## src/hdl/assert_macros.svh

```systemverilog
// Assertion macros used by the top-level RTL file of the Jaccard distance block.
// No dependencies; define NO_ASSERTIONS to compile every check away.
`ifndef ASSERT_MACROS_SVH
`define ASSERT_MACROS_SVH
`ifndef NO_ASSERTIONS
// A property that must hold at every clock edge outside reset.
`define ASSERT_ALWAYS(lbl, clk, rst_n, prop) \
    lbl: assert property (@(posedge clk) disable iff (!rst_n) (prop)) \
        else $error("invariant violated");
// A condition that must be followed by a consequence in the next cycle.
`define ASSERT_NEXT(lbl, clk, rst_n, cond, conseq) \
    lbl: assert property (@(posedge clk) disable iff (!rst_n) (cond) |=> (conseq)) \
        else $error("next-cycle check violated");
`else
`define ASSERT_ALWAYS(lbl, clk, rst_n, prop)
`define ASSERT_NEXT(lbl, clk, rst_n, cond, conseq)
`endif
`endif

```

## src/hdl/bvjd_pkg.sv

```systemverilog
// Package for the bit vector Jaccard distance block: sizes, item types
// and the structs passed between the lane, merge and divider stages.
`default_nettype none
package bvjd_pkg;

    localparam int LANES      = 64;
    localparam int MAX_BITS   = 65536;
    localparam int FRAC_BITS  = 16;

    localparam int DATA_W     = 64;
    localparam int VC_W       = 7;
    localparam int DIST_W     = FRAC_BITS + 1;
    localparam int TOTAL_W    = 17;

    localparam int GROUP_SIZE = 8;
    localparam int GROUPS     = (LANES + GROUP_SIZE - 1) / GROUP_SIZE;
    localparam int GRP_CNT_W  = $clog2(GROUP_SIZE + 1);
    localparam int LANE_CNT_W = $clog2(LANES + 1);
    localparam int ACC_W      = $clog2(MAX_BITS + 1);
    localparam int DIV_STEPS  = DIST_W;
    localparam int STEP_W     = $clog2(DIV_STEPS);

    typedef struct packed {
        logic [DATA_W-1:0] bits_a;
        logic [DATA_W-1:0] bits_b;
        logic [VC_W-1:0]   valid_count;
        logic              last_chunk;
    } chunk_t;

    typedef struct packed {
        logic [DIST_W-1:0]  distance;
        logic               empty_union;
        logic [TOTAL_W-1:0] differ_total;
        logic [TOTAL_W-1:0] union_total;
        logic               overflow;
    } result_t;

    // Per-group popcounts leaving the lane stage.
    typedef struct packed {
        logic                             vld;
        logic                             last;
        logic [GROUPS-1:0][GRP_CNT_W-1:0] differ_grp;
        logic [GROUPS-1:0][GRP_CNT_W-1:0] union_grp;
    } grp_stage_t;

    // Final row totals handed to the divider.
    typedef struct packed {
        logic             done;
        logic [ACC_W-1:0] differ_cnt;
        logic [ACC_W-1:0] union_cnt;
        logic             saturated;
    } row_t;

endpackage
`default_nettype wire

```

## src/hdl/bvjd_lanes.sv

```systemverilog
// Lane stage: one cell per bit pair forms the differ and union bits, and
// each group of eight lanes is counted into a register. Uses bvjd_pkg.
`default_nettype none
module bvjd_lanes (
    input  wire logic                clk,
    input  wire logic                rst_n,
    input  wire logic                take,
    input  wire bvjd_pkg::chunk_t    chunk,
    output bvjd_pkg::grp_stage_t     grp
);
    import bvjd_pkg::*;

    logic [VC_W-1:0]                  n_lanes;
    logic [LANES-1:0]                 differ_bit;
    logic [LANES-1:0]                 union_bit;
    logic [GROUPS-1:0][GRP_CNT_W-1:0] differ_grp_next;
    logic [GROUPS-1:0][GRP_CNT_W-1:0] union_grp_next;
    logic [GROUPS-1:0][GRP_CNT_W-1:0] differ_grp_reg;
    logic [GROUPS-1:0][GRP_CNT_W-1:0] union_grp_reg;
    logic                             vld_reg;
    logic                             last_reg;

    // A count above the lane count covers all lanes.
    assign n_lanes = (chunk.valid_count > VC_W'(LANES)) ? VC_W'(LANES) : chunk.valid_count;

    always_comb
    begin
        for (int i = 0; i < LANES; i++)
        begin
            if (VC_W'(i) < n_lanes)
            begin
                differ_bit[i] = chunk.bits_a[i] ^ chunk.bits_b[i];
                union_bit[i]  = chunk.bits_a[i] | chunk.bits_b[i];
            end
            else
            begin
                differ_bit[i] = 1'b0;
                union_bit[i]  = 1'b0;
            end
        end
    end

    always_comb
    begin
        for (int g = 0; g < GROUPS; g++)
        begin
            differ_grp_next[g] = '0;
            union_grp_next[g]  = '0;
            for (int k = 0; k < GROUP_SIZE; k++)
            begin
                if (g * GROUP_SIZE + k < LANES)
                begin
                    differ_grp_next[g] = differ_grp_next[g]
                        + GRP_CNT_W'(differ_bit[g * GROUP_SIZE + k]);
                    union_grp_next[g]  = union_grp_next[g]
                        + GRP_CNT_W'(union_bit[g * GROUP_SIZE + k]);
                end
            end
        end
    end

    always_ff @(posedge clk or negedge rst_n)
    begin
        if (!rst_n)
        begin
            vld_reg <= 1'b0;
        end
        else
        begin
            vld_reg <= take;
        end
    end

    always_ff @(posedge clk)
    begin
        if (take)
        begin
            last_reg       <= chunk.last_chunk;
            differ_grp_reg <= differ_grp_next;
            union_grp_reg  <= union_grp_next;
        end
    end

    assign grp.vld        = vld_reg;
    assign grp.last       = last_reg;
    assign grp.differ_grp = differ_grp_reg;
    assign grp.union_grp  = union_grp_reg;

endmodule
`default_nettype wire

```

## src/hdl/bvjd_merge.sv

```systemverilog
// Merge stage: adds the group counts into chunk counts, then folds them
// into the saturating row accumulators. Uses bvjd_pkg.
`default_nettype none
module bvjd_merge (
    input  wire logic                 clk,
    input  wire logic                 rst_n,
    input  wire bvjd_pkg::grp_stage_t grp,
    output bvjd_pkg::row_t            row
);
    import bvjd_pkg::*;

    logic [LANE_CNT_W-1:0] differ_sum_next;
    logic [LANE_CNT_W-1:0] union_sum_next;
    logic [LANE_CNT_W-1:0] differ_sum_reg;
    logic [LANE_CNT_W-1:0] union_sum_reg;
    logic                  vld_reg;
    logic                  last_reg;
    logic [ACC_W-1:0]      differ_acc_reg;
    logic [ACC_W-1:0]      differ_acc_next;
    logic [ACC_W-1:0]      union_acc_reg;
    logic [ACC_W-1:0]      union_acc_next;
    logic                  saturated_reg;
    logic                  saturated_next;
    logic [ACC_W:0]        differ_raw;
    logic [ACC_W:0]        union_raw;
    logic                  differ_over;
    logic                  union_over;

    always_comb
    begin
        differ_sum_next = '0;
        union_sum_next  = '0;
        for (int g = 0; g < GROUPS; g++)
        begin
            differ_sum_next = differ_sum_next + LANE_CNT_W'(grp.differ_grp[g]);
            union_sum_next  = union_sum_next + LANE_CNT_W'(grp.union_grp[g]);
        end
    end

    // Sums above the limit clamp to the limit and set the sticky flag.
    assign differ_raw  = {1'b0, differ_acc_reg} + (ACC_W + 1)'(differ_sum_reg);
    assign union_raw   = {1'b0, union_acc_reg} + (ACC_W + 1)'(union_sum_reg);
    assign differ_over = differ_raw > (ACC_W + 1)'(MAX_BITS);
    assign union_over  = union_raw > (ACC_W + 1)'(MAX_BITS);

    always_comb
    begin
        differ_acc_next = differ_over ? ACC_W'(MAX_BITS) : differ_raw[ACC_W-1:0];
        union_acc_next  = union_over ? ACC_W'(MAX_BITS) : union_raw[ACC_W-1:0];
        saturated_next  = saturated_reg | differ_over | union_over;
    end

    always_ff @(posedge clk or negedge rst_n)
    begin
        if (!rst_n)
        begin
            vld_reg        <= 1'b0;
            differ_acc_reg <= '0;
            union_acc_reg  <= '0;
            saturated_reg  <= 1'b0;
        end
        else
        begin
            vld_reg <= grp.vld;
            if (vld_reg)
            begin
                if (last_reg)
                begin
                    differ_acc_reg <= '0;
                    union_acc_reg  <= '0;
                    saturated_reg  <= 1'b0;
                end
                else
                begin
                    differ_acc_reg <= differ_acc_next;
                    union_acc_reg  <= union_acc_next;
                    saturated_reg  <= saturated_next;
                end
            end
        end
    end

    always_ff @(posedge clk)
    begin
        if (grp.vld)
        begin
            last_reg       <= grp.last;
            differ_sum_reg <= differ_sum_next;
            union_sum_reg  <= union_sum_next;
        end
    end

    assign row.done       = vld_reg & last_reg;
    assign row.differ_cnt = differ_acc_next;
    assign row.union_cnt  = union_acc_next;
    assign row.saturated  = saturated_next;

endmodule
`default_nettype wire

```

## src/hdl/bvjd_divider.sv

```systemverilog
// Restoring divider: one quotient bit per cycle of differ * 2^16 / union,
// holding the finished row result until it is taken. Uses bvjd_pkg.
`default_nettype none
module bvjd_divider (
    input  wire logic          clk,
    input  wire logic          rst_n,
    input  wire bvjd_pkg::row_t row,
    input  wire logic          ack,
    output logic               done,
    output bvjd_pkg::result_t  result
);
    import bvjd_pkg::*;

    typedef enum logic [1:0] {
        ST_IDLE,
        ST_RUN,
        ST_DONE
    } state_t;

    state_t              state_reg;
    logic [ACC_W-1:0]    rem_reg;
    logic [ACC_W-1:0]    divisor_reg;
    logic [ACC_W-1:0]    differ_reg;
    logic [DIV_STEPS-1:0] bits_reg;
    logic [DIST_W-1:0]   quo_reg;
    logic [STEP_W-1:0]   step_reg;
    logic                sat_reg;
    logic [ACC_W:0]      trial;
    logic [ACC_W:0]      trial_sub;
    logic                fits;
    logic [ACC_W-1:0]    rem_next;
    logic [31:0]         differ_wide;
    logic [31:0]         union_wide;

    assign trial     = {rem_reg, bits_reg[DIV_STEPS-1]};
    assign trial_sub = trial - {1'b0, divisor_reg};
    assign fits      = trial >= {1'b0, divisor_reg};
    assign rem_next  = fits ? trial_sub[ACC_W-1:0] : trial[ACC_W-1:0];

    always_ff @(posedge clk or negedge rst_n)
    begin
        if (!rst_n)
        begin
            state_reg   <= ST_IDLE;
            rem_reg     <= '0;
            divisor_reg <= '0;
            differ_reg  <= '0;
            bits_reg    <= '0;
            quo_reg     <= '0;
            step_reg    <= '0;
            sat_reg     <= 1'b0;
        end
        else
        begin
            unique case (state_reg)
                ST_IDLE:
                begin
                    if (row.done)
                    begin
                        // The quotient never exceeds 2^16, so the top dividend
                        // bits start out as the remainder.
                        rem_reg     <= row.differ_cnt >> 1;
                        bits_reg    <= {row.differ_cnt[0], {FRAC_BITS{1'b0}}};
                        divisor_reg <= row.union_cnt;
                        differ_reg  <= row.differ_cnt;
                        sat_reg     <= row.saturated;
                        quo_reg     <= '0;
                        step_reg    <= STEP_W'(DIV_STEPS - 1);
                        state_reg   <= ST_RUN;
                    end
                end
                ST_RUN:
                begin
                    rem_reg  <= rem_next;
                    bits_reg <= bits_reg << 1;
                    quo_reg  <= {quo_reg[DIST_W-2:0], fits};
                    step_reg <= step_reg - STEP_W'(1);
                    if (step_reg == '0)
                    begin
                        state_reg <= ST_DONE;
                    end
                end
                ST_DONE:
                begin
                    if (ack)
                    begin
                        state_reg <= ST_IDLE;
                    end
                end
                default:
                begin
                    state_reg <= ST_IDLE;
                end
            endcase
        end
    end

    assign differ_wide = 32'(differ_reg);
    assign union_wide  = 32'(divisor_reg);

    always_comb
    begin
        done                = state_reg == ST_DONE;
        result.empty_union  = divisor_reg == '0;
        result.distance     = result.empty_union ? '0 : quo_reg;
        result.differ_total = differ_wide[TOTAL_W-1:0];
        result.union_total  = union_wide[TOTAL_W-1:0];
        result.overflow     = sat_reg;
    end

endmodule
`default_nettype wire

```

## src/hdl/bit_vector_jaccard_distance.sv

```systemverilog
// Top level of the bit vector Jaccard distance block: handshakes, row
// sequencing and the result register. Uses bvjd_pkg, bvjd_lanes,
// bvjd_merge, bvjd_divider and assert_macros.svh.
`default_nettype none
`include "assert_macros.svh"

// Two bit rows stream in as items of up to 64 bit pairs each, one item per
// clock cycle while chunk_stall is low. For every item the lane cells count
// the positions that differ and the positions where either bit is set (only
// the low valid_count pairs count; a count above 64 means all 64), group
// counters and a merge stage add these up, and saturating row accumulators
// collect them, clamping at MAX_BITS and setting the overflow flag. An item
// with last_chunk set closes the row: the totals go to a restoring divider
// that finds differ * 65536 / union, truncated, one quotient bit per cycle,
// and the result item leaves through an output register. A row with an
// empty union reports distance 0 with empty_union set. Chunks that do not
// close a row are taken every cycle. After a closing chunk the input stalls
// through the two count stages, the divider's 17 steps and the load of the
// result register, longer if the result register is still full; the next
// row can start while that result waits to be taken.
module bit_vector_jaccard_distance (
    input  wire logic             clk,
    input  wire logic             rst_n,
    input  wire logic             chunk_valid,
    output logic                  chunk_stall,
    input  wire bvjd_pkg::chunk_t chunk,
    output logic                  result_valid,
    input  wire logic             result_stall,
    output bvjd_pkg::result_t     result
);
    import bvjd_pkg::*;

    logic       take;
    grp_stage_t grp;
    row_t       row;
    logic       div_done;
    result_t    div_result;
    logic       load;
    logic       row_busy_reg;
    logic       row_busy_next;
    logic       res_valid_reg;
    logic       res_valid_next;
    result_t    res_reg;

    // Once a closing chunk is in, nothing more is taken until its result
    // has moved into the output register.
    assign take = chunk_valid & ~row_busy_reg;

    bvjd_lanes u_lanes (
        .clk   (clk),
        .rst_n (rst_n),
        .take  (take),
        .chunk (chunk),
        .grp   (grp)
    );

    bvjd_merge u_merge (
        .clk   (clk),
        .rst_n (rst_n),
        .grp   (grp),
        .row   (row)
    );

    bvjd_divider u_divider (
        .clk    (clk),
        .rst_n  (rst_n),
        .row    (row),
        .ack    (load),
        .done   (div_done),
        .result (div_result)
    );

    // The divider hands over its result when the output register is empty
    // or is being emptied in this cycle.
    assign load = div_done & (~res_valid_reg | ~result_stall);

    always_comb
    begin
        row_busy_next = row_busy_reg;
        if (take && chunk.last_chunk)
        begin
            row_busy_next = 1'b1;
        end
        else if (load)
        begin
            row_busy_next = 1'b0;
        end

        res_valid_next = res_valid_reg;
        if (load)
        begin
            res_valid_next = 1'b1;
        end
        else if (!result_stall)
        begin
            res_valid_next = 1'b0;
        end
    end

    always_ff @(posedge clk or negedge rst_n)
    begin
        if (!rst_n)
        begin
            row_busy_reg  <= 1'b0;
            res_valid_reg <= 1'b0;
        end
        else
        begin
            row_busy_reg  <= row_busy_next;
            res_valid_reg <= res_valid_next;
        end
    end

    always_ff @(posedge clk)
    begin
        if (load)
        begin
            res_reg <= div_result;
        end
    end

    assign chunk_stall  = row_busy_reg;
    assign result_valid = res_valid_reg;
    assign result       = res_reg;

    // Differ never exceeds union, so the distance stays at or below 1.0.
    `ASSERT_ALWAYS(a_dist_range, clk, rst_n, !result_valid || result.distance <= 17'd65536)
    // An empty union always reports a zero distance.
    `ASSERT_ALWAYS(a_empty_zero, clk, rst_n,
        !(result_valid && result.empty_union) || result.distance == '0)
    // A closing chunk blocks the input on the next cycle.
    `ASSERT_NEXT(a_last_blocks, clk, rst_n, chunk_valid && !chunk_stall && chunk.last_chunk,
        chunk_stall)
    // A new result only appears as the row it closes releases the input.
    `ASSERT_ALWAYS(a_result_ends_row, clk, rst_n, !$rose(result_valid) || $past(chunk_stall))

endmodule
`default_nettype wire
```

## config.mk

```make
export PLATFORM = sky130hd
export DESIGN_NAME = bit_vector_jaccard_distance
export DESIGN_NICKNAME = d
export VERILOG_FILES = /design/src/hdl/bvjd_pkg.sv /design/src/hdl/bvjd_lanes.sv /design/src/hdl/bvjd_merge.sv /design/src/hdl/bvjd_divider.sv /design/src/hdl/bit_vector_jaccard_distance.sv
export VERILOG_INCLUDE_DIRS = /design/src /design/src/hdl
export SDC_FILE = /design/constraint.sdc
export NUM_CORES = 1
export LEC_CHECK = 0
export BUFFER_PORTS_ARGS = -buffer_cell sky130_fd_sc_hd__clkbuf_2
export CAP_MARGIN = 10
export CORE_ASPECT_RATIO = 1.4
export CORE_MARGIN = 1.5
export CORE_UTILIZATION = 37
export DETAILED_ROUTE_END_ITERATION = 6
export GPL_ROUTABILITY_DRIVEN = 1
export GPL_TIMING_DRIVEN = 0
export PLACE_DENSITY = 0.6
export SLEW_MARGIN = 40
export SYNTH_ARGS = -nofsm -noshare
export SYNTH_HDL_FRONTEND = slang
export SYNTH_SLANG_ARGS = --single-unit
```

## constraint.sdc

```tcl
create_clock -name clk -period 5.8 [get_ports clk]
set_clock_uncertainty 0.2 [all_clocks]
set_input_delay 0.58 -clock clk [delete_from_list [all_inputs] [get_ports clk]]
set_output_delay 0.58 -clock clk [all_outputs]
set_load 0.01 [all_outputs]
```

==> results.py <==
metrics = {
    "yosys": {
        "cell_with_the_most_instances_after_synthesis": "sky130_fd_sc_hd__inv_1",
        "synthesis.yosys.warnings": 0,
        "yosys_register_bits": 249,
        "synthCells": 1815,
        "synth_edf_count": 133,
        "synthArstFlopShare_pct": 46.6,
        "postSynthNetCount": 2235,
        "synth-seq-area-share_pct": 38.4,
        "yosysUniqueCellTypes": 72,
        "synth_top_cells_by_count": "sky130_fd_sc_hd__inv_1 (362), sky130_fd_sc_hd__ha_1 (175), sky130_fd_sc_hd__nand2_1 (138), sky130_fd_sc_hd__edfxtp_1 (133), sky130_fd_sc_hd__dfrtp_1 (116)",
        "ys_dominant_reg_cell": "sky130_fd_sc_hd__edfxtp_1",
        "yosys-top-cells-area": "sky130_fd_sc_hd__edfxtp_1 (22%), sky130_fd_sc_hd__dfrtp_1 (16%), sky130_fd_sc_hd__ha_1 (12%)",
        "synth_top_area_share_pct": 22.2,
        "syn-cell-area_um2": 18000,
        "synth.largest_area_cell": "sky130_fd_sc_hd__edfxtp_1",
        "synthesis.area_per_instance_um2": 9.90,
    },
    "global_routing": {
        "gr-total-overflow": 0,
        "antenna_found_initial": 2,
        "grt_pass1_wl_um": 74000,
        "grtUsageTotal_pct": 19.0,
        "maximum_number_of_pins_on_one_net_before_global_route_repair": 66,
        "grt_pass1_vias": 13800,
    },
    "cts": {
        "clock_tree.root_cell": "sky130_fd_sc_hd__clkbuf_16",
        "cts-root-to-sink-buffers": 3,
        "clock_transition_at_path_regs_ns": 0.06,
        "source_to_sink_clock_delay_at_the_later_pin_of_the_worst_skew_pair_ns": 0.54,
        "number_of_buffers_created_by_cts": 25,
        "cts_sinks": 249,
        "htreeDepth": 1,
        "cts_repair_resize_count": 0,
        "post-cts-setup-buffer-count": 0,
        "tritoncts": "built",
    },
    "min_path": {
        "class_of_the_most_critical_hold_timing_path": "in -> reg",
        "worstHoldStart": "chunk[0]",
    },
    "setup_path": {
        "biggest_fanout_along_the_worst_timing_path": 2,
        "rr_startpoint": "u_lanes.grp[32]$_DFFE_PP_",
        "cp_data_arrival_time_ns": 5.09,
        "critPathLaunch": "u_lanes.grp[32]$_DFFE_PP_",
        "critical_path_class": "reg -> reg",
        "worst_setup_path_start_kind": "flip-flop",
        "timing.critical_path.to_type": "flip-flop",
        "worstPathRequired_ns": 5.88,
    },
    "cells_and_area": {
        "drive_gt1_share_pct": 14.0,
        "antenna-diode-count": 0,
        "finish.net_count": 2463,
        "layout.filler_cells": 4730,
        "multiInputGateArea_um2": 9470,
        "ff_latch_area_um2": 6900,
        "flow.area_growth_from_synthesis_pct": 15.3,
        "largest_register_ff_count": 64,
    },
    "timing": {
        "post-route-period-util_pct": 86.3,
        "grt_setup_unrepaired": "no",
        "final.min_clock_period_ns": 5.00,
        "hold_violation_total_from_the_final_report": 0,
        "slew_violations": 0,
        "timing.max_slew.rel_slack_pct": 48.1,
        "final-setup-viol-count": 0,
        "setup_ws_ns": 0.796,
        "fmaxAchievable_mhz": 200,
        "timing.setup.tns_ns": 0,
        "worst-slew-pin-transition_ns": 0.776,
    },
    "route": {
        "detail-route-antenna-nets": 0,
        "dr.first_iter.drc_count": 539,
        "wirelength_um": 46600,
        "wire_per_inst_um": 17.3,
        "drtPass1Iterations": 5,
        "drcViolationCount": 0,
        "num_vias": 13200,
        "route.detailed.vias_per_inst": 4.89,
    },
    "floorplan": {
        "die-height_um": 264,
        "num_rows": 95,
        "dieArea_um2": 49900,
        "die_width_um": 189,
        "initial_core_util_pct": 37.4,
        "core_region_area_um2": 48000,
        "pin_count": 195,
    },
    "power": {
        "power_density_nw_per_um2": 497,
        "power.static_leakage_nw": 10.0,
        "vdd.ir_drop.worst_mv": 0.267,
    },
    "placement": {
        "numPortBuffers": 193,
        "gp_congestion": 0.965,
        "pre_cts_slack_ns": 0.433,
        "detailed_place_hpwl_um": 39300,
    },
    "job": {
        "timing.max_cap.violations": 0,
    },
    "outcome": {
        "result_of_the_run": "complete, no violations",
    },
}
==> repair_timing <==
item	in CTS	in global routing
hold buffers	1	0
hold endpoints to repair	51	0
endpoints found under the setup margin	0	0
==> kinds of logic after synthesis <==
family                     share of synthesized area, %
buffers and inverters                              8.99
adders and majority gates                          23.9
and+or+nand+nor                                    12.5
xor gates and xnor gates                           3.17
AOI/OAI and AO/OA                                  12.8
muxes                                             0.293
DFF                                                38.4
==> routing by layer <==
layer  wire (µm)  part of all wire, %  track usage [%]
met3        1800                  3.9             2.26
met1       17700                   38             20.5
met2       24900                   53             36.5
met4        2230                  4.8             8.67
met5          27                0.058                0
==> cell usage in the layout, fill, tap and decap left out, types with 10 or more instances in the layout <==
master                      instances
sky130_fd_sc_hd__inv_1            362
sky130_fd_sc_hd__clkbuf_2         192
sky130_fd_sc_hd__ha_1             175
sky130_fd_sc_hd__nand2_1          138
sky130_fd_sc_hd__edfxtp_1         133
sky130_fd_sc_hd__dfrtp_1          116
sky130_fd_sc_hd__fa_1             105
sky130_fd_sc_hd__nor2_1            81
sky130_fd_sc_hd__a21oi_1           77
sky130_fd_sc_hd__nor2b_1           67
sky130_fd_sc_hd__o21ai_0           57
sky130_fd_sc_hd__xnor2_1           49
sky130_fd_sc_hd__clkbuf_1          47
sky130_fd_sc_hd__a21o_1            39
sky130_fd_sc_hd__nand2b_1          32
sky130_fd_sc_hd__o22ai_1           32
sky130_fd_sc_hd__nor3_1            27
sky130_fd_sc_hd__clkbuf_16         25
sky130_fd_sc_hd__o31ai_1           22
sky130_fd_sc_hd__o21ai_1           19
sky130_fd_sc_hd__nand3_1           17
sky130_fd_sc_hd__or3_1             16
sky130_fd_sc_hd__xor2_1            16
sky130_fd_sc_hd__o21a_1            14
sky130_fd_sc_hd__or2_2             13
sky130_fd_sc_hd__and2_1            13
sky130_fd_sc_hd__and3_1            11
sky130_fd_sc_hd__o21bai_1          10
sky130_fd_sc_hd__o211ai_1          10
sky130_fd_sc_hd__buf_2             10
==> worst max-delay path, stage by stage, from the launching register on <==
cell                       delay, ns
sky130_fd_sc_hd__edfxtp_1       0.44
sky130_fd_sc_hd__ha_1           0.26
sky130_fd_sc_hd__fa_1           0.41
sky130_fd_sc_hd__xor2_1         0.19
sky130_fd_sc_hd__fa_1           0.53
sky130_fd_sc_hd__inv_1          0.07
sky130_fd_sc_hd__fa_1           0.52
sky130_fd_sc_hd__fa_1           0.54
sky130_fd_sc_hd__inv_1          0.05
sky130_fd_sc_hd__fa_1           0.51
sky130_fd_sc_hd__ha_1           0.31
sky130_fd_sc_hd__a21o_1         0.15
sky130_fd_sc_hd__a21oi_1        0.22
sky130_fd_sc_hd__o21bai_1       0.10
sky130_fd_sc_hd__a21oi_1        0.17
sky130_fd_sc_hd__xnor2_1        0.08
==> layout make-up <==
type,instances,share of cell area [%]
multi-input cells,1145,45.7
flip-flops and latches,249,33.3
inverters,362,6.56
repair buffers,201,5.32
well taps,630,3.81
clock buffers,33,3.31
plain buffers,59,1.24
clock inverters,13,0.701
==> where the power goes <==
group	internal [W]	total, W	leakage [nW]	switching (W)
combinational	0.00246	0.00578	6.89	0.00333
sequential	0.00257	0.00287	2.74	0.000306
clock	0.000933	0.00163	0.400	0.000696
total	0.00596	0.0103	10.0	0.00433
==> stage by stage <==
step / cells / util [%] / total power, W / cell area (µm²) / hold slack [ns]
after floorplan: 1815 / - / 0.00716 / 18000 / 0.0844
after global placement: 2638 / 41.1 / 0.00853 / 19700 / 0.206
after detailed placement: 2645 / 41.4 / 0.00874 / 19900 / 0.208
after CTS: 2692 / 43.1 / 0.0104 / 20700 / 0.00138
after global routing: 2692 / 43.1 / 0.0112 / 20700 / 0.0161
final: 2692 / 43.1 / 0.0103 / 20700 / 0.0326
==> worst paths after layout <==
path	to	slack, ns	cells after the start
setup / recovery	u_merge.differ_sum_reg[6]$_DFFE_PP_	0.80	15
hold / removal	u_lanes.last_reg$_DFFE_PP_	0.03	1
setup reg to reg	u_merge.differ_sum_reg[6]$_DFFE_PP_	0.80	15
hold reg to reg	u_merge.last_reg$_DFFE_PP_	0.22	0
max in group asynchronous	u_merge.differ_acc_reg[3]$_DFFE_PN0P_	4.31	3
min in group asynchronous	u_divider.quo_reg[12]$_DFFE_PN0P_	0.37	2
Note: power is estimated with default switching activity, not from simulation.
